### src/nfa_pkg.sv
// Shared types, constants and command codes of the next-fit free-list allocator.
`default_nettype none

package nfa_pkg;

    // Heap geometry.
    localparam int HEAP_UNITS = 16384;
    localparam int UNIT_BYTES = 16;
    localparam int UNIT_SHIFT = $clog2(UNIT_BYTES);
    localparam int AW         = 14;
    localparam int SW         = 15;
    localparam int BW         = 18;
    localparam int STW        = 16;
    localparam int WALK_LIMIT = 2 * HEAP_UNITS + 8;

    typedef logic [AW-1:0] t_idx;
    typedef logic [SW-1:0] t_size;

    // Request kinds.
    localparam logic OP_ALLOC = 1'b0;
    localparam logic OP_FREE  = 1'b1;

    // Result status codes.
    localparam logic [1:0] ST_OK        = 2'd0;
    localparam logic [1:0] ST_TOO_LARGE = 2'd1;
    localparam logic [1:0] ST_NO_HEAP   = 2'd2;
    localparam logic [1:0] ST_FREE_REJ  = 2'd3;

    // Register selects on the configuration port.
    localparam logic REG_MAX_REQ = 1'b0;
    localparam logic REG_GROW    = 1'b1;

    typedef struct packed {
        logic [BW-1:0] max_req;
        logic [AW-1:0] grow_units;
    } t_cfg;

    // Commands from the controller to the datapath.
    typedef enum logic [4:0] {
        CMD_NONE,
        CMD_LOAD,
        CMD_F_READ,
        CMD_SET_ERR1,
        CMD_SET_ERR2,
        CMD_SET_ERR3,
        CMD_SET_OK,
        CMD_A_INIT,
        CMD_A_ROVER,
        CMD_A_FIRST,
        CMD_A_EXACT,
        CMD_A_SPLIT,
        CMD_A_TAIL,
        CMD_A_NEXT,
        CMD_A_STEP,
        CMD_G_START,
        CMD_F_START,
        CMD_R_READ,
        CMD_R_STOP,
        CMD_R_NEXT,
        CMD_R_HI_READ,
        CMD_R_HI_LINK,
        CMD_R_HI_MERGE,
        CMD_R_LO_READ,
        CMD_R_LO_KEEP,
        CMD_R_LO_LINK,
        CMD_R_LO_MERGE,
        CMD_PUSH
    } t_cmd;

    // Status flags from the datapath to the controller.
    typedef struct packed {
        logic op_free;
        logic too_large;
        logic sz_eq_n;
        logic sz_ge_n;
        logic p_is_rover;
        logic steps_over;
        logic grow_fail;
        logic bsz_bad;
        logic walk_stop;
        logic rsteps_over;
        logic merge_hi;
        logic merge_lo;
        logic from_grow;
        logic out_free;
    } t_dp_status;

endpackage

`default_nettype wire

### src/nfa_regs.sv
// Configuration registers behind the APB-style port.
`default_nettype none

module nfa_regs (
    input  wire logic         i_clk,
    input  wire logic         i_rst_n,
    input  wire logic         psel,
    input  wire logic         penable,
    input  wire logic         pwrite,
    input  wire logic [2:0]   paddr,
    input  wire logic [31:0]  pwdata,
    output logic [31:0]       prdata,
    output logic              pready,
    output nfa_pkg::t_cfg     o_cfg
);
    import nfa_pkg::*;

    logic [BW-1:0] r_max_req;
    logic [AW-1:0] r_grow;
    logic          w_wr;

    assign pready = 1'b1;
    assign w_wr   = psel && penable && pwrite;

    // Register writes complete in the access cycle.
    always_ff @(posedge i_clk) begin
        if (!i_rst_n) begin
            r_max_req <= BW'(10240);
            r_grow    <= AW'(1024);
        end else if (w_wr) begin
            if (paddr[2] == REG_MAX_REQ) begin
                r_max_req <= pwdata[BW-1:0];
            end else begin
                r_grow <= pwdata[AW-1:0];
            end
        end
    end

    // Read back the selected register.
    always_comb begin
        if (paddr[2] == REG_GROW) begin
            prdata = 32'(r_grow);
        end else begin
            prdata = 32'(r_max_req);
        end
    end

    assign o_cfg.max_req    = r_max_req;
    assign o_cfg.grow_units = r_grow;

endmodule

`default_nettype wire

### config.mk
export PLATFORM = sky130hd
export DESIGN_NAME = nfa_regs
export DESIGN_NICKNAME = d
export VERILOG_FILES = /design/src/nfa_pkg.sv /design/src/nfa_regs.sv
export SDC_FILE = /design/constraint.sdc
export NUM_CORES = 1
export LEC_CHECK = 0
export ABC_AREA = 1
export ABC_CLOCK_PERIOD_IN_PS = 1600
export BUFFER_PORTS_ARGS = -buffer_cell sky130_fd_sc_hd__buf_4
export CORE_MARGIN = 3
export CORE_UTILIZATION = 46
export DETAILED_ROUTE_END_ITERATION = 8
export GPL_ROUTABILITY_DRIVEN = 0
export PLACE_DENSITY = 0.85
export SYNTH_ARGS = -nofsm -noshare
export SYNTH_HDL_FRONTEND = slang
export SYNTH_SLANG_ARGS = --single-unit
### constraint.sdc
create_clock -name i_clk -period 1.6 [get_ports i_clk]
set_input_delay 0.24 -clock i_clk [delete_from_list [all_inputs] [get_ports i_clk]]
set_output_delay 0.24 -clock i_clk [all_outputs]
set_load 0.01 [all_outputs]
== Word-level counts from Yosys, hierarchy flattened ==
Cells that the tools add are included.

* Bits of input ports: 40
* RAM bits: 0
* Latch bits: 0
* ROM bits: 0
* Memories kept: 0
* Logic and storage cells: 8
* Register bits: 32
* Output and inout bits: 65

* Reductions and logical operators: 4
* Muxes and demuxes: 1
* Divide/modulo/power cells: 0
* Magnitude comparators: 0
* Shifts and indexed selects: 0
* Add/subtract/negate cells: 0
* Multipliers: 0
* Equal/unequal tests: 0
* Bitwise gates (word level): 1

{| class="wikitable"
|+ Operator list
! kind !! count
|-
| $mux W18 || 1
|-
| $reduce_and A2 Y1 || 2
|-
| $logic_and A1 B1 Y1 || 2
|-
| $not A1 Y1 || 1
|}

== Depth between registers and ports, before layout ==
* Depth in word-level cells: 3
* Gate-level depth with buffers: 6
* Depth with buffers taken out: 5

== Least setup slack after synthesis ==
No wires, ideal clock.

* Path kind: input to output
* From: input paddr[2]
* To: output prdata[10]
* Data required time: 1.360 ns
* Slack: 0.569 ns
* Path buffers: 2
* Data arrival time: 0.791 ns
* Cell stages on the path: 5
* Cell sequence: buf_4 -> inv_4 -> buf_2 -> nand2_1 -> nand2_1

* Cells in the longest elaborated chain, start to end: 1

{| class="wikitable"
|+ RTL lines
! element !! RTL line !! source
|-
| start: declaration || nfa_regs.sv:10 || <nowiki>input wire logic [2:0] paddr,</nowiki>
|-
| $mux W18 || nfa_regs.sv:41 || <nowiki>if (paddr[2] == REG_GROW) begin</nowiki>
|-
| end: declaration || nfa_regs.sv:12 || <nowiki>output logic [31:0] prdata,</nowiki>
|}

Every way passes these cells.

== Worst setup path in the final report ==
* From: input paddr[2]
* To: output prdata[13]

Same word-level chain as after synthesis.

==> results.cfg <==
[outcome]
outcome = completed

[floorplanning]
dieArea_um2 = 4440
die_h_um = 66.7
start_util = 0.492
io_pins = 105
rows = 21
fp.dieW_um = 66.7
core-area_um2 = 3440

[routing]
drc = 0
dr_total_vias = 1677
drtIter0Drc = 135
postRouteAntennaNets = 0
wl_mm = 3.97
vias_per_cell = 4.45
wl_per_cell_um = 10.5
drt_first_pass_iters = 4

[clocking]
clkLatencyLatePin_ns = 0.27
post-cts-setup-buffer-count = 0
root_buffer = clkbuf_8
htreeDepth = 2
clk_path_buf_depth = 2
clkSinkCount = 32
ctsHoldBuffers = 0
tritoncts = done
path_clk_slew_ns = 0.07
cts_resized = 0
numCtsBuffers = 5

[global_route]
grt-ovfl-total = 0
grt_max_degree = 34
antenna_found_initial = 0
grt_pass1_wl_mm = 6.69
grt_util_all_layers = 0.195
grt_pass1_vias = 1531

[cells_and_area]
final_cell_area_um2 = 2260
n_fill_cell = 345
final_cell_mix = nand2_1 (78), buf_4 (75), nor2_1 (62), nand3_1 (32), dfxtp_1 (32)
area_growth_pct = 33.7
final_common_cell = nand2_1
fin_cells = 377
drive_above_1_share = 0.263
nets = 370
n_antenna_cell = 0
final_util = 0.658
seqCellArea_um2 = 641
multi_input_area_um2 = 802

[worst_setup_path]
critPathArrivalTime_ns = 1.01
cp.required_ns = 1.36
startpoint_type = primary input
crit_path_end_kind = primary output
critPathMaxFanout = 19
critical_path_class = in -> out

[synthesis]
avgSynthCellArea_um2 = 6.39
synth_cell_types = 17
syn_inst = 265
synth_top_area_frac = 0.378
seq_area_frac_synth = 0.378
netlist_area_um2 = 1690
ys_warn_count = 0
ys_seq_elements = 32
yosysTopAreaCell = dfxtp_1
synth.area.top_cells = dfxtp_1 (38%), nand2_1 (17%), nor2_1 (14%), nand3_1 (9.5%), buf_4 (8.4%)

[placement]
post-place-cells = 369
post-dp-hpwl_mm = 2.70
place_area_um2 = 2160
io_buffers = 73

[sta]
fin_worst_skew_ns = 0
fin_hold_ws_ns = 0.184
grt_setup_unrepaired = false
fin_crit_ns = 1.25
max_freq_mhz = 800
hold_viol_final = 0
finalSetupViolations = 0
drv_slew = 0
setup_tns_ns = 0
finalCritPeriodShare = 0.781

[min_path]
min_path_type = in -> reg

[job]
maxCapViolCount = 0

[power]
peakVddDrop_mv = 0.481
pwr_density_cell_nw_per_um2 = 838
leakagePower_uw = 0.00122
[power breakdown]
part	leakage (uW)	total [uW]	switching, uW	internal (uW)
clock network	0.0000552	744	283	462
logic	0.000909	305	170	135
registers	0.000260	847	21.5	825
total	0.00122	1900	474	1420
[cell type report]
cell class	count	share of cell area
Clock buffer	6	0.0321
Clock inverter	2	0.0155
Tap cell	46	0.0254
Inverter	24	0.0409
Multi-Input combinational cell	192	0.354
Sequential cell	32	0.283
Timing Repair Buffer	75	0.249
[synth_stat cells]
cell,number
buf_6,2
inv_1,23
nor2_1,62
nand3_1,32
o21ai_0,1
nor2_8,1
clkbuf_1,1
buf_2,6
nand2_1,78
inv_4,1
nand3_4,1
conb_1,2
buf_1,2
buf_4,19
nor2_4,1
nor2_2,1
dfxtp_1,32
[flip-flops by register name (all words and copies together), names as in the netlist]
signal,cells
r_max_req,18
r_grow,14
[stage by stage]
| step | total power (uW) | worst slack [ns] |
|---|---|---|
| 6_report | 1900 | 0.351 |
| 5_1_grt | 1990 | 0.232 |
| 4_1_cts | 1910 | 0.337 |
| 3_5_place_dp | 1170 | 0.344 |
| 3_3_place_gp | 1170 | 0.336 |
| 2_1_floorplan | 1070 | 0.569 |
[logic make-up after synthesis]
family	Yosys count	share of synthesized area
AOI/OAI and AO/OA	1	0.00295
buffers and inverters	54	0.177
and+or+nand+nor	176	0.438
DFF	32	0.378
other	2	0.00444
[routing by layer]
layer | global-route usage | share of wire | vias to the layer above
met2 | 0.343 | 0.48 | 61
met4 | 0.0584 | 0.0048 | 0
met5 | 0 | 0 | -
met3 | 0.0691 | 0.077 | 2
li1 | - | - | 893
met1 | 0.218 | 0.44 | 721
[worst max-delay path, cell delays in order]
cell	delay (ns)
buf_4	0.19
buf_4	0.30
nand2_1	0.09
nand2_1	0.07
buf_4	0.11
[path summary, 6_finish.rpt]
kind,startpoint,to,slack [ns],cells past startpoint
setup reg to reg,r_grow[10]$_SDFFE_PN1P_,r_grow[10]$_SDFFE_PN1P_,0.99,2
setup / recovery,paddr[2],prdata[13],0.35,5
hold / removal,pwdata[13],r_max_req[13]$_SDFFE_PN1P_,0.18,3
hold reg to reg,r_max_req[3]$_SDFFE_PN0P_,r_max_req[3]$_SDFFE_PN0P_,0.50,2
Note: power is estimated with default switching activity, not from simulation.
