<file path="src/nfa_pkg.sv">
// Shared types, constants and command codes of the next-fit free-list allocator.
`default_nettype none

package nfa_pkg;

    // Heap geometry.
    localparam int HEAP_UNITS = 16384;
    localparam int UNIT_BYTES = 16;
    localparam int UNIT_SHIFT = $clog2(UNIT_BYTES);
    localparam int AW         = 14;
    localparam int SW         = 15;
    localparam int BW         = 18;
    localparam int STW        = 16;
    localparam int WALK_LIMIT = 2 * HEAP_UNITS + 8;

    typedef logic [AW-1:0] t_idx;
    typedef logic [SW-1:0] t_size;

    // Request kinds.
    localparam logic OP_ALLOC = 1'b0;
    localparam logic OP_FREE  = 1'b1;

    // Result status codes.
    localparam logic [1:0] ST_OK        = 2'd0;
    localparam logic [1:0] ST_TOO_LARGE = 2'd1;
    localparam logic [1:0] ST_NO_HEAP   = 2'd2;
    localparam logic [1:0] ST_FREE_REJ  = 2'd3;

    // Register selects on the configuration port.
    localparam logic REG_MAX_REQ = 1'b0;
    localparam logic REG_GROW    = 1'b1;

    typedef struct packed {
        logic [BW-1:0] max_req;
        logic [AW-1:0] grow_units;
    } t_cfg;

    // Commands from the controller to the datapath.
    typedef enum logic [4:0] {
        CMD_NONE,
        CMD_LOAD,
        CMD_F_READ,
        CMD_SET_ERR1,
        CMD_SET_ERR2,
        CMD_SET_ERR3,
        CMD_SET_OK,
        CMD_A_INIT,
        CMD_A_ROVER,
        CMD_A_FIRST,
        CMD_A_EXACT,
        CMD_A_SPLIT,
        CMD_A_TAIL,
        CMD_A_NEXT,
        CMD_A_STEP,
        CMD_G_START,
        CMD_F_START,
        CMD_R_READ,
        CMD_R_STOP,
        CMD_R_NEXT,
        CMD_R_HI_READ,
        CMD_R_HI_LINK,
        CMD_R_HI_MERGE,
        CMD_R_LO_READ,
        CMD_R_LO_KEEP,
        CMD_R_LO_LINK,
        CMD_R_LO_MERGE,
        CMD_PUSH
    } t_cmd;

    // Status flags from the datapath to the controller.
    typedef struct packed {
        logic op_free;
        logic too_large;
        logic sz_eq_n;
        logic sz_ge_n;
        logic p_is_rover;
        logic steps_over;
        logic grow_fail;
        logic bsz_bad;
        logic walk_stop;
        logic rsteps_over;
        logic merge_hi;
        logic merge_lo;
        logic from_grow;
        logic out_free;
    } t_dp_status;

endpackage

`default_nettype wire

</file>
<file path="src/nfa_ctrl.sv">
// Sequencer that walks the free list and drives the datapath commands.
`default_nettype none

module nfa_ctrl (
    input  wire logic                 i_clk,
    input  wire logic                 i_rst_n,
    input  wire logic                 i_in_valid,
    output logic                      o_in_ready,
    input  nfa_pkg::t_dp_status       i_status,
    output nfa_pkg::t_cmd             o_cmd
);
    import nfa_pkg::*;

    typedef enum logic [16:0] {
        S_IDLE      = 17'h00001,
        S_DECODE    = 17'h00002,
        S_A_ROVER   = 17'h00004,
        S_A_FIRST   = 17'h00008,
        S_A_SCAN    = 17'h00010,
        S_A_TAIL    = 17'h00020,
        S_F_CHECK   = 17'h00040,
        S_R_READ    = 17'h00080,
        S_R_WALK    = 17'h00100,
        S_R_HI      = 17'h00200,
        S_R_HI_WR   = 17'h00400,
        S_R_LO_READ = 17'h00800,
        S_R_LO      = 17'h01000,
        S_R_LO_WR   = 17'h02000,
        S_R_END     = 17'h04000,
        S_G_CONT    = 17'h08000,
        S_DONE      = 17'h10000
    } t_state;

    t_state r_state;
    t_state n_state;

    assign o_in_ready = (r_state == S_IDLE);

    always_ff @(posedge i_clk) begin
        if (!i_rst_n) begin
            r_state <= S_IDLE;
        end else begin
            r_state <= n_state;
        end
    end

    // Next state and command.
    always_comb begin
        n_state = r_state;
        o_cmd   = CMD_NONE;
        unique case (r_state)
            S_IDLE: begin
                if (i_in_valid) begin
                    o_cmd   = CMD_LOAD;
                    n_state = S_DECODE;
                end
            end
            S_DECODE: begin
                priority if (i_status.op_free) begin
                    o_cmd   = CMD_F_READ;
                    n_state = S_F_CHECK;
                end else if (i_status.too_large) begin
                    o_cmd   = CMD_SET_ERR1;
                    n_state = S_DONE;
                end else begin
                    o_cmd   = CMD_A_INIT;
                    n_state = S_A_ROVER;
                end
            end
            S_A_ROVER: begin
                o_cmd   = CMD_A_ROVER;
                n_state = S_A_FIRST;
            end
            S_A_FIRST: begin
                o_cmd   = CMD_A_FIRST;
                n_state = S_A_SCAN;
            end
            S_A_SCAN: begin
                priority if (i_status.sz_eq_n) begin
                    o_cmd   = CMD_A_EXACT;
                    n_state = S_DONE;
                end else if (i_status.sz_ge_n) begin
                    o_cmd   = CMD_A_SPLIT;
                    n_state = S_A_TAIL;
                end else if (i_status.p_is_rover) begin
                    if (i_status.grow_fail) begin
                        o_cmd   = CMD_SET_ERR2;
                        n_state = S_DONE;
                    end else begin
                        o_cmd   = CMD_G_START;
                        n_state = S_R_READ;
                    end
                end else if (i_status.steps_over) begin
                    o_cmd   = CMD_SET_ERR2;
                    n_state = S_DONE;
                end else begin
                    o_cmd   = CMD_A_NEXT;
                end
            end
            S_A_TAIL: begin
                o_cmd   = CMD_A_TAIL;
                n_state = S_DONE;
            end
            S_F_CHECK: begin
                if (i_status.bsz_bad) begin
                    o_cmd   = CMD_SET_ERR3;
                    n_state = S_DONE;
                end else begin
                    o_cmd   = CMD_F_START;
                    n_state = S_R_READ;
                end
            end
            S_R_READ: begin
                o_cmd   = CMD_R_READ;
                n_state = S_R_WALK;
            end
            S_R_WALK: begin
                priority if (i_status.walk_stop) begin
                    o_cmd   = CMD_R_STOP;
                    n_state = S_R_HI;
                end else if (i_status.rsteps_over) begin
                    if (i_status.from_grow) begin
                        n_state = S_G_CONT;
                    end else begin
                        o_cmd   = CMD_SET_ERR3;
                        n_state = S_DONE;
                    end
                end else begin
                    o_cmd   = CMD_R_NEXT;
                end
            end
            S_R_HI: begin
                if (i_status.merge_hi) begin
                    o_cmd   = CMD_R_HI_READ;
                    n_state = S_R_HI_WR;
                end else begin
                    o_cmd   = CMD_R_HI_LINK;
                    n_state = S_R_LO_READ;
                end
            end
            S_R_HI_WR: begin
                o_cmd   = CMD_R_HI_MERGE;
                n_state = S_R_LO_READ;
            end
            S_R_LO_READ: begin
                o_cmd   = CMD_R_LO_READ;
                n_state = S_R_LO;
            end
            S_R_LO: begin
                if (i_status.merge_lo) begin
                    o_cmd   = CMD_R_LO_KEEP;
                    n_state = S_R_LO_WR;
                end else begin
                    o_cmd   = CMD_R_LO_LINK;
                    n_state = S_R_END;
                end
            end
            S_R_LO_WR: begin
                o_cmd   = CMD_R_LO_MERGE;
                n_state = S_R_END;
            end
            S_R_END: begin
                if (i_status.from_grow) begin
                    n_state = S_G_CONT;
                end else begin
                    o_cmd   = CMD_SET_OK;
                    n_state = S_DONE;
                end
            end
            S_G_CONT: begin
                if (i_status.steps_over) begin
                    o_cmd   = CMD_SET_ERR2;
                    n_state = S_DONE;
                end else begin
                    o_cmd   = CMD_A_STEP;
                    n_state = S_A_ROVER;
                end
            end
            S_DONE: begin
                if (i_status.out_free) begin
                    o_cmd   = CMD_PUSH;
                    n_state = S_IDLE;
                end
            end
            default: begin
                n_state = S_IDLE;
            end
        endcase
    end

endmodule

`default_nettype wire

</file>
<file path="config.mk">
export PLATFORM = sky130hd
export DESIGN_NAME = nfa_ctrl
export DESIGN_NICKNAME = d
export VERILOG_FILES = /design/src/nfa_pkg.sv /design/src/nfa_ctrl.sv
export SDC_FILE = /design/constraint.sdc
export NUM_CORES = 1
export LEC_CHECK = 0
export BUFFER_PORTS_ARGS = -buffer_cell sky130_fd_sc_hd__buf_2
export CAP_MARGIN = 20
export CORE_ASPECT_RATIO = 0.5
export CORE_MARGIN = 2
export CORE_UTILIZATION = 33
export DETAILED_ROUTE_END_ITERATION = 6
export SYNTH_ARGS = -nofsm -noshare
export SYNTH_HDL_FRONTEND = slang
export SYNTH_SLANG_ARGS = --single-unit
</file>
<file path="constraint.sdc">
create_clock -name i_clk -period 2 [get_ports i_clk]
set_input_delay 0.1 -clock i_clk [delete_from_list [all_inputs] [get_ports i_clk]]
set_output_delay 0.1 -clock i_clk [all_outputs]
set_load 0.05 [all_outputs]
</file>
## Word level (Yosys, flattened, before mapping)

Index checks and enable logic that the tools add are counted.

| word-level totals | value |
|---|---|
| register bits after elaboration | 17 |
| bits in latches | 0 |
| RAM bits | 0 |
| memory bits (read-only) | 0 |
| input bits | 17 |
| output and inout bits | 6 |
| word-level logic and storage cells | 58 |
| memories kept | 0 |

| cells by class | value |
|---|---|
| $add $sub $neg | 0 |
| $mul | 0 |
| divide/modulo/power cells | 0 |
| $lt $le $gt $ge | 0 |
| equal/unequal tests | 21 |
| shift operators | 0 |
| multiplexer cells | 35 |
| bitwise operators | 0 |
| reduce and logical (&&, ||, !) cells | 1 |

Operator list:

| cell | count |
|---|---|
| 17-bit case mux with 17 select lines | 1 |
| 17-bit two-way mux | 14 |
| 5-bit case mux with 17 select lines | 1 |
| 5-bit two-way mux | 7 |
| 17-bit by 1-bit equality test with 1-bit output, second input constant | 1 |
| 17-bit by 10-bit equality test with 1-bit output, second input constant | 1 |
| 17-bit by 11-bit equality test with 1-bit output, second input constant | 1 |
| 17-bit by 12-bit equality test with 1-bit output, second input constant | 1 |
| 17-bit by 13-bit equality test with 1-bit output, second input constant | 1 |
| 17-bit by 14-bit equality test with 1-bit output, second input constant | 1 |
| 17-bit by 15-bit equality test with 1-bit output, second input constant | 1 |
| 17-bit by 16-bit equality test with 1-bit output, second input constant | 1 |
| 17-bit equality test, second input constant | 1 |
| 17-bit by 2-bit equality test with 1-bit output, second input constant | 1 |
| 17-bit by 3-bit equality test with 1-bit output, second input constant | 1 |
| 17-bit by 4-bit equality test with 1-bit output, second input constant | 1 |
| 17-bit by 5-bit equality test with 1-bit output, second input constant | 1 |
| 17-bit by 6-bit equality test with 1-bit output, second input constant | 1 |
| 17-bit by 7-bit equality test with 1-bit output, second input constant | 1 |
| 17-bit by 8-bit equality test with 1-bit output, second input constant | 1 |
| 17-bit by 9-bit equality test with 1-bit output, second input constant | 1 |
| 15-bit two-way mux | 1 |
| 12-bit two-way mux | 1 |
| 3-bit two-way mux | 4 |
| other kinds (6) | 11 |

## Longest topological paths before layout

Gate-level depths: netlist of the first run.

| logic depth | value |
|---|---|
| word-level depth | 5 |
| gate-level depth with buffers | 7 |
| gate-level depth less buffers | 6 |

## Worst setup path after synthesis of the first run

No wires, ideal clock.

| timing | value |
|---|---|
| path type | reg-to-output |
| start point | register r_state[9] |
| end point | output o_cmd[0] |
| data arrival time | 2.849 ns |
| data required time | 1.900 ns |
| path slack | -0.949 ns |
| cell stages (with the launch flop) | 7 |
| buffers on the path | 1 |
| cell sequence | dfxtp_1 buf_6 nor3_4 nand3_2 nor3_1 a221o_1 or4_1 |

| between the ends | value |
|---|---|
| longest elaborated chain between the ends | 2 |
| elaborated cells between the ends (all ways) | 18 |
| classes of those cells | eq/ne: 17; mux: 1 |

RTL lines:

| element | RTL line | RTL |
|---|---|---|
| start: declaration | nfa_ctrl.sv:34 | `t_state r_state;` |
| start signal: assignment | nfa_ctrl.sv:43 | `r_state <= n_state;` |
| 17-bit by 1-bit equality test with 1-bit output | n/a |  |
| via o_in_ready | nfa_ctrl.sv:8 | `output logic o_in_ready,` |
| 5-bit case mux with 17 select lines | nfa_ctrl.sv:51 | `unique case (r_state)` |
| end: declaration | nfa_ctrl.sv:10 | `output nfa_pkg::t_cmd o_cmd` |

The timed path passes the listed nets, and every way through them passes these cells.

## Final worst setup path of the first run

| timing | value |
|---|---|
| start point | register r_state[6] |
| end point | output o_cmd[4] |

| between the ends | value |
|---|---|
| longest elaborated chain between the ends | 2 |
| elaborated cells between the ends (all ways) | 18 |
| classes of those cells | eq/ne: 17; mux: 1 |

RTL lines:

| element | RTL line |
|---|---|
| 17-bit equality test, or another cell as far along | nfa_ctrl.sv:51 |
| 5-bit case mux with 17 select lines * | nfa_ctrl.sv:51 |

Every way passes the cells marked *; elsewhere a longest branch is shown, timed or not.

==> metrics, run 1 <==
outcome finished with violations; failing checks negative setup slack; fraction of layout cells with a size suffix above 1 56.65%; GR Overflow Total 0; RSZ-0062 raised after global routing true; vias per cell approximately 5.7; Most Frequent Cell on Critical Path buf_4; WL/cell 17.02 um; syn_nets 177; Slew HR between 60% and 70%; CTS Buf Count 3; Max Clock Skew between 1 and 1.5 ps; Syn Area/Cell ~8.3 sq um; CP Class register to output port; DPL Wire Length 3.574 mm; die area 4557 sq um; largest net degree at the start of global routing 16; Distinct cells, synth 54; critical-path cell list nor4_4 > buf_4 > nand2_4 > nor4_4 > buf_4 > buf_4 > nor3_1 > nand4b_1 > buf_6; largest family of logic cells by synthesized area simple AND/OR/NAND/NOR gates; CP top delay family simple AND/OR/NAND/NOR gates; Peak supply drop between 0.0002 and 0.0003 V; xor and xnor area share after synthesis approximately 2%; Slew Viols, Final 0; fraction of registers with async set/reset 0%; ranking of synthesized cells by area dfxtp_1, nor2_1, nor4_4; Post-synth EDFFs 0; crit path launch type register; Worst-Skew Late Latency ~260 ps; die height just under 50 um; Synth Area in Compound Gates roughly 16%; Initial Util roughly a third; Cells after Synth 160; Worst path max stage delay roughly 450 ps; Placed Cells between 200 and 300; # fillers between 300 and 400; P per Cell Area 440.4 nW/um^2; Synth area leader dfxtp_1; proportion of synthesized area in mux cells roughly 2.3%; flops & latches, synth 17; critical path required time 1900 ps; synth warn 0; Syn Std Cell Area ~1300 sq um; H-tree lvl count 1; Worst Path Buf+Inv 4; Final WS setup -251.9 ps; IO Pins 23; Hold Path Depth 2; DR vias 1627; most frequent cells in the layout buf_4, nor2_1, buf_2, buf_6; Global Route Usage Sum a little over a fifth; Top FF cell, synth dfxtp_1; clock sinks 17; die width between 90 and 100 um; Tot Pwr about 0.96 mW; Post-Synth Simple-Gate Area between 50% and 60%; Buffers on Ports 22; arrival time at the worst endpoint 2150 ps; first-pass GRT wire length roughly 7.8 mm; clk buf depth 2; fmax 444.1 MHz; Hold Path End r_state[10]; CP Max Fanout 4; Leak slightly below 1 nW; Yosys top cell area share 25.76%; area grow syn2layout 64.49%; number of global-route vias before repair 1573; slew of the pin with the lowest slew margin 582.0 ps; Register Area between 300 and 400 sq um; top flop regs r_state (17); Final setup viols 7; Final Cycle Share 112.6%; pre-CTS setup slack -101.4 ps; Initial DRC Count 95; CTS tree done; slowest CP cell nor4_4; Hold Worst Slack about 110 ps; core box area between 3000 and 4000 sq um; endpoints failing hold 0; fin crit period roughly 2300 ps; layout net count 251; drt total wl ~5 mm; Max-Cap Viols 0; post-synthesis sequential area ratio roughly a quarter; Worst Reg2Reg Path Length in Cells 6; Reg with most FFs r_state; R2R Path Start r_state[6]; Multi-input gate area 1117 sq um; Non-Filler Instances between 200 and 300; Clk pin slew, worst setup/hold paths around 70 ps; global placement routability congestion 1.002; Reg2Reg Setup Slack -50 ps; first drt pass iteration count 4; n_diodes 0; num rows 16; Post-CTS Hold Buffers 0; post-synthesis adder-cell area fraction 0%; clock root buffer clkbuf_8; most common cell after layout, fill and taps aside buf_4; Worst Hold Launch i_status[3]; HP Class input pin to register; post-detailed-route DRC marker count 0; antenna viol nets, final 0; max FFs per register 17; initial antenna violation count 0; r2r endpoint r_state[16]; element type at the critical path end output port
-- synthesized netlist by cell type, drive strengths merged, types with 2 or more instances --
| cell type | n |
|---|---|
| a21boi | 2 |
| a21oi | 4 |
| a221o | 2 |
| a221oi | 2 |
| and3 | 9 |
| and4b | 2 |
| and4bb | 2 |
| buf | 4 |
| dfxtp | 17 |
| mux2i | 3 |
| nand2 | 13 |
| nand2b | 7 |
| nand3 | 5 |
| nand3b | 3 |
| nand4 | 2 |
| nor2 | 21 |
| nor3 | 14 |
| nor3b | 5 |
| nor4 | 9 |
| o21a | 6 |
| o21ai | 2 |
| o31ai | 2 |
| or4 | 3 |
| xor2 | 2 |
-- routing by layer --
metal / GRT usage, % / wire length [um]
met3: 6.231 / 467
met4: 3.922 / 78
met1: 29.20 / 2097
met2: 35.85 / 2242
met5: 0 / 0
-- worst reg2reg max path: stages (launching register included) --
cell     delay [ps]
dfxtp_2         340
nor4_4          450
nand2_2         150
or4_1           560
o21a_1          120
a31oi_1         200
o21a_1          170
-- worst max-delay path by stage --
| stage | startpoint | to | slack (ps) | depth (start not counted) |
|---|---|---|---|---|
| after floorplan | r_state[10] | o_cmd[1] | 50 | 6 |
| after global placement | r_state[1] | o_cmd[0] | -90 | 6 |
| after detailed placement | r_state[11] | r_state[0] | -100 | 7 |
| after CTS | r_state[11] | o_cmd[0] | -200 | 6 |
| after global routing | r_state[6] | o_cmd[0] | -380 | 8 |
| final | r_state[6] | o_cmd[4] | -250 | 9 |
-- area by class of cell --
| cell class | instances | share of cell area, % |
|---|---|---|
| tap | 54 | 3.109 |
| sequential | 17 | 17.04 |
| timing repair buffer | 74 | 26.14 |
| clock buffer | 3 | 1.900 |
| inverter | 1 | 0.1727 |
| multi-input combinational | 137 | 51.41 |
| clock inverter | 1 | 0.2303 |
-- report_power, final --
part	internal, mW	switching, mW	leakage, nW	total [mW]
Combinational	0.149	0.187	0.802	0.336
Sequential	0.339	0.00636	0.145	0.345
Clock	0.139	0.137	0.0255	0.276
-- what timing repair did --
item	in CTS	in global routing
setup endpoints to repair	7	8
endpoints found under the hold margin	0	0
buffers inserted	4	6
pin swaps	9	12
resized for setup	43	29
-- metrics by stage --
stage          TNS (ps)  utilization (%)  cell area [sq um]
6_report          -1228            56.25               2173
5_1_grt           -2020            56.25               2173
4_1_cts          -947.0            52.14               2014
3_5_place_dp     -180.6            47.09               1819
3_3_place_gp     -262.8            47.09               1819
2_1_floorplan         0                -               1354
-- cell families after synthesis --
family,after synthesis
xor gates and xnor gates,3
and+or+nand+nor,103
AOI/OAI and AO/OA,28
DFF,17
muxes,3
buffers and inverters,6
Note: power is estimated with default switching activity, not from simulation.
==> run 2, diff against run 1 <==
--- a/config.mk
+++ b/config.mk
@@ -12,4 +12,5 @@
 export CORE_UTILIZATION = 33
 export DETAILED_ROUTE_END_ITERATION = 6
+export SKIP_LAST_GASP = 1
 export SYNTH_ARGS = -nofsm -noshare
 export SYNTH_HDL_FRONTEND = slang
==> constraint.sdc (replaced) <==
create_clock -name i_clk -period 2 [get_ports i_clk]
set_input_delay 0.4 -clock i_clk [delete_from_list [all_inputs] [get_ports i_clk]]
set_output_delay 0.4 -clock i_clk [all_outputs]
set_load 0.05 [all_outputs]
==> run 2 against run 1 <==
Against the previous run: the flow still finishes with violations (negative setup slack); highest routed layer unchanged; critical path depth down 2; critical endpoint is now o_cmd[0]; register-to-register slack barely moved; die area unchanged.
==> metrics, run 2 (synthesis gave the netlist of run 1 again) <==
num rows 16 (unchanged); die area 4557 sq um (unchanged); initial antenna violation count 0 (unchanged); IO Pins 23 (unchanged); Initial DRC Count 121 (+27%); Register Area 362.8 sq um (-2.0%); most common cell after layout, fill and taps aside buf_4; Global Route Usage Sum 22.17% (+0.27 points); clock root buffer clkbuf_8; area grow syn2layout 77.46%; HP Class input pin to register; Crit. Startpoint r_state[7]; Reg2Reg Setup Slack -50 ps (about the same); core box area 3864 sq um (unchanged); n_diodes 0 (unchanged); Final WS setup -520.8 ps (-268.9 ps); endpoints failing hold 0 (unchanged); WL/cell 16.27 um (-4.4%); critical path required time 1600 ps (-300 ps); clock sinks 17 (unchanged); post-detailed-route DRC marker count 0 (unchanged); most frequent cells in the layout buf_4, nor2_1, buf_2, dfxtp_2, nand2_1; CTS tree done; drt total wl 4.996 mm (+2.3%); Cell Area, Placed 2019 sq um (+11%); setup TNS -2505 ps (-1277 ps); H-tree lvl count 1 (unchanged); Reg with most FFs r_state; Leak 1.077 nW (+11%); Peak supply drop 0.0002105 V (-20%); fmax 396.7 MHz (-11%); clk buf depth 2 (unchanged); Worst-Skew Late Latency 260 ps (about the same); max FFs per register 17 (unchanged); global placement routability congestion 0.9553 (-4.7%); Slew HR 71.04% (+10 points); Final setup viols 8 (+1); outcome finished with violations; slowest CP cell nor4_4; Buffers on Ports 22 (unchanged); GR Overflow Total 0 (unchanged); Final Core Density 60.69% (+4.4 points); Clk pin slew, worst setup/hold paths 70 ps (about the same); DPL Wire Length 3.776 mm (+5.7%); top flop regs r_state (17); crit path launch type register; die width 93.49 um (unchanged); r2r endpoint r_state[16]; # fillers 323 (-0.92%); Design Area, Final 2345 sq um (+7.9%); Placed Cells 295 (+7.3%); arrival time at the worst endpoint 2120 ps (-30 ps); vias per cell 5.485 (-3.2%); largest net degree at the start of global routing 16 (unchanged); Most Frequent Cell on Critical Path nor4_4; fin crit period 2521 ps (+268.9 ps); slew of the pin with the lowest slew margin 432.0 ps (-150.0 ps); P per Cell Area 424.7 nW/um^2 (-3.6%); die height 48.75 um (unchanged); layout net count 271 (+8.0%); first drt pass iteration count 4 (unchanged); Final Cycle Share 126.0% (+13 points); CP Max Fanout 5 (+1); Non-Filler Instances 307 (+7.0%); CP Class register to output port; Hold Worst Slack 396.8 ps (+287.4 ps); CP top delay family simple AND/OR/NAND/NOR gates; RSZ-0062 raised after global routing true; number of global-route vias before repair 1688 (+7.3%); Hold Path Depth 2 (unchanged); CTS Buf Count 3 (unchanged); Worst Path Buf+Inv 2 (-2); first-pass GRT wire length 7.921 mm (+1.7%); fraction of layout cells with a size suffix above 1 63.24% (+6.6 points); Max-Cap Viols 0 (unchanged); R2R Path Start r_state[7]; Worst path max stage delay 370 ps (-80 ps); element type at the critical path end output port; DR vias 1684 (+3.5%); Slew Viols, Final 0 (unchanged); Initial Util 34.20% (unchanged); Worst Reg2Reg Path Length in Cells 8 (+2); pre-CTS setup slack -372.1 ps (-270.7 ps); antenna viol nets, final 0 (unchanged); Tot Pwr 0.9959 mW (+4.1%); Worst Setup EP o_cmd[0]; Max Clock Skew 4.888 ps (+3.578 ps); CP Depth 7 (-2); Worst Hold Launch i_status[2]; failing checks negative setup slack; critical-path cell list nor4_4 > nand4_1 > buf_6 > nor4_4 > a221o_1 > or4_4 > buf_8; Multi-input gate area 1145 sq um (+2.5%)
[run 2: changes by cell type in the layout (fill, tap and decap cells not counted), sizes merged]
| cell | change |
|---|---|
| buf | +20 |
[run 2: timing repair]
item                                   CTS  global route
endpoints found under the hold margin    0             0
resized for setup                       37            29
hold buffers                             0             0
pin swaps                                4            13
setup buffers                            1             7
setup endpoints to repair                8             8
[run 2: how the worst min path moves through the flow]
stage | slack [ps] | to
6_report | 400 | r_state[13]
3_5_place_dp | 540 | r_state[0]
2_1_floorplan | 510 | r_state[0]
5_1_grt | 420 | r_state[13]
3_3_place_gp | 530 | r_state[0]
4_1_cts | 380 | r_state[13]
[run 2: layout make-up]
type / instances / share of cell area [%]
Clock inverter: 1 / 0.2134
Clock buffer: 3 / 1.761
Timing Repair Buffer: 94 / 30.68
Multi-Input combinational cell: 137 / 48.83
Sequential cell: 17 / 15.47
Inverter: 1 / 0.1601
Tap cell: 54 / 2.882
[run 2: where the power goes]
group	switching, mW	leakage, nW	internal [mW]
combinational	0.193	0.906	0.185
clock	0.128	0.0255	0.139
sequential	0.00712	0.145	0.344
total	0.328	1.08	0.668
[run 2: routing by layer]
metal / global-route usage, % / vias to the layer above / routed length (um)
met5: 4.762 / - / 0
met4: 5.392 / 0 / 68
met3: 5.140 / 10 / 335
met2: 37.65 / 64 / 2334
met1: 28.23 / 808 / 2258
li1: - / 802 / -
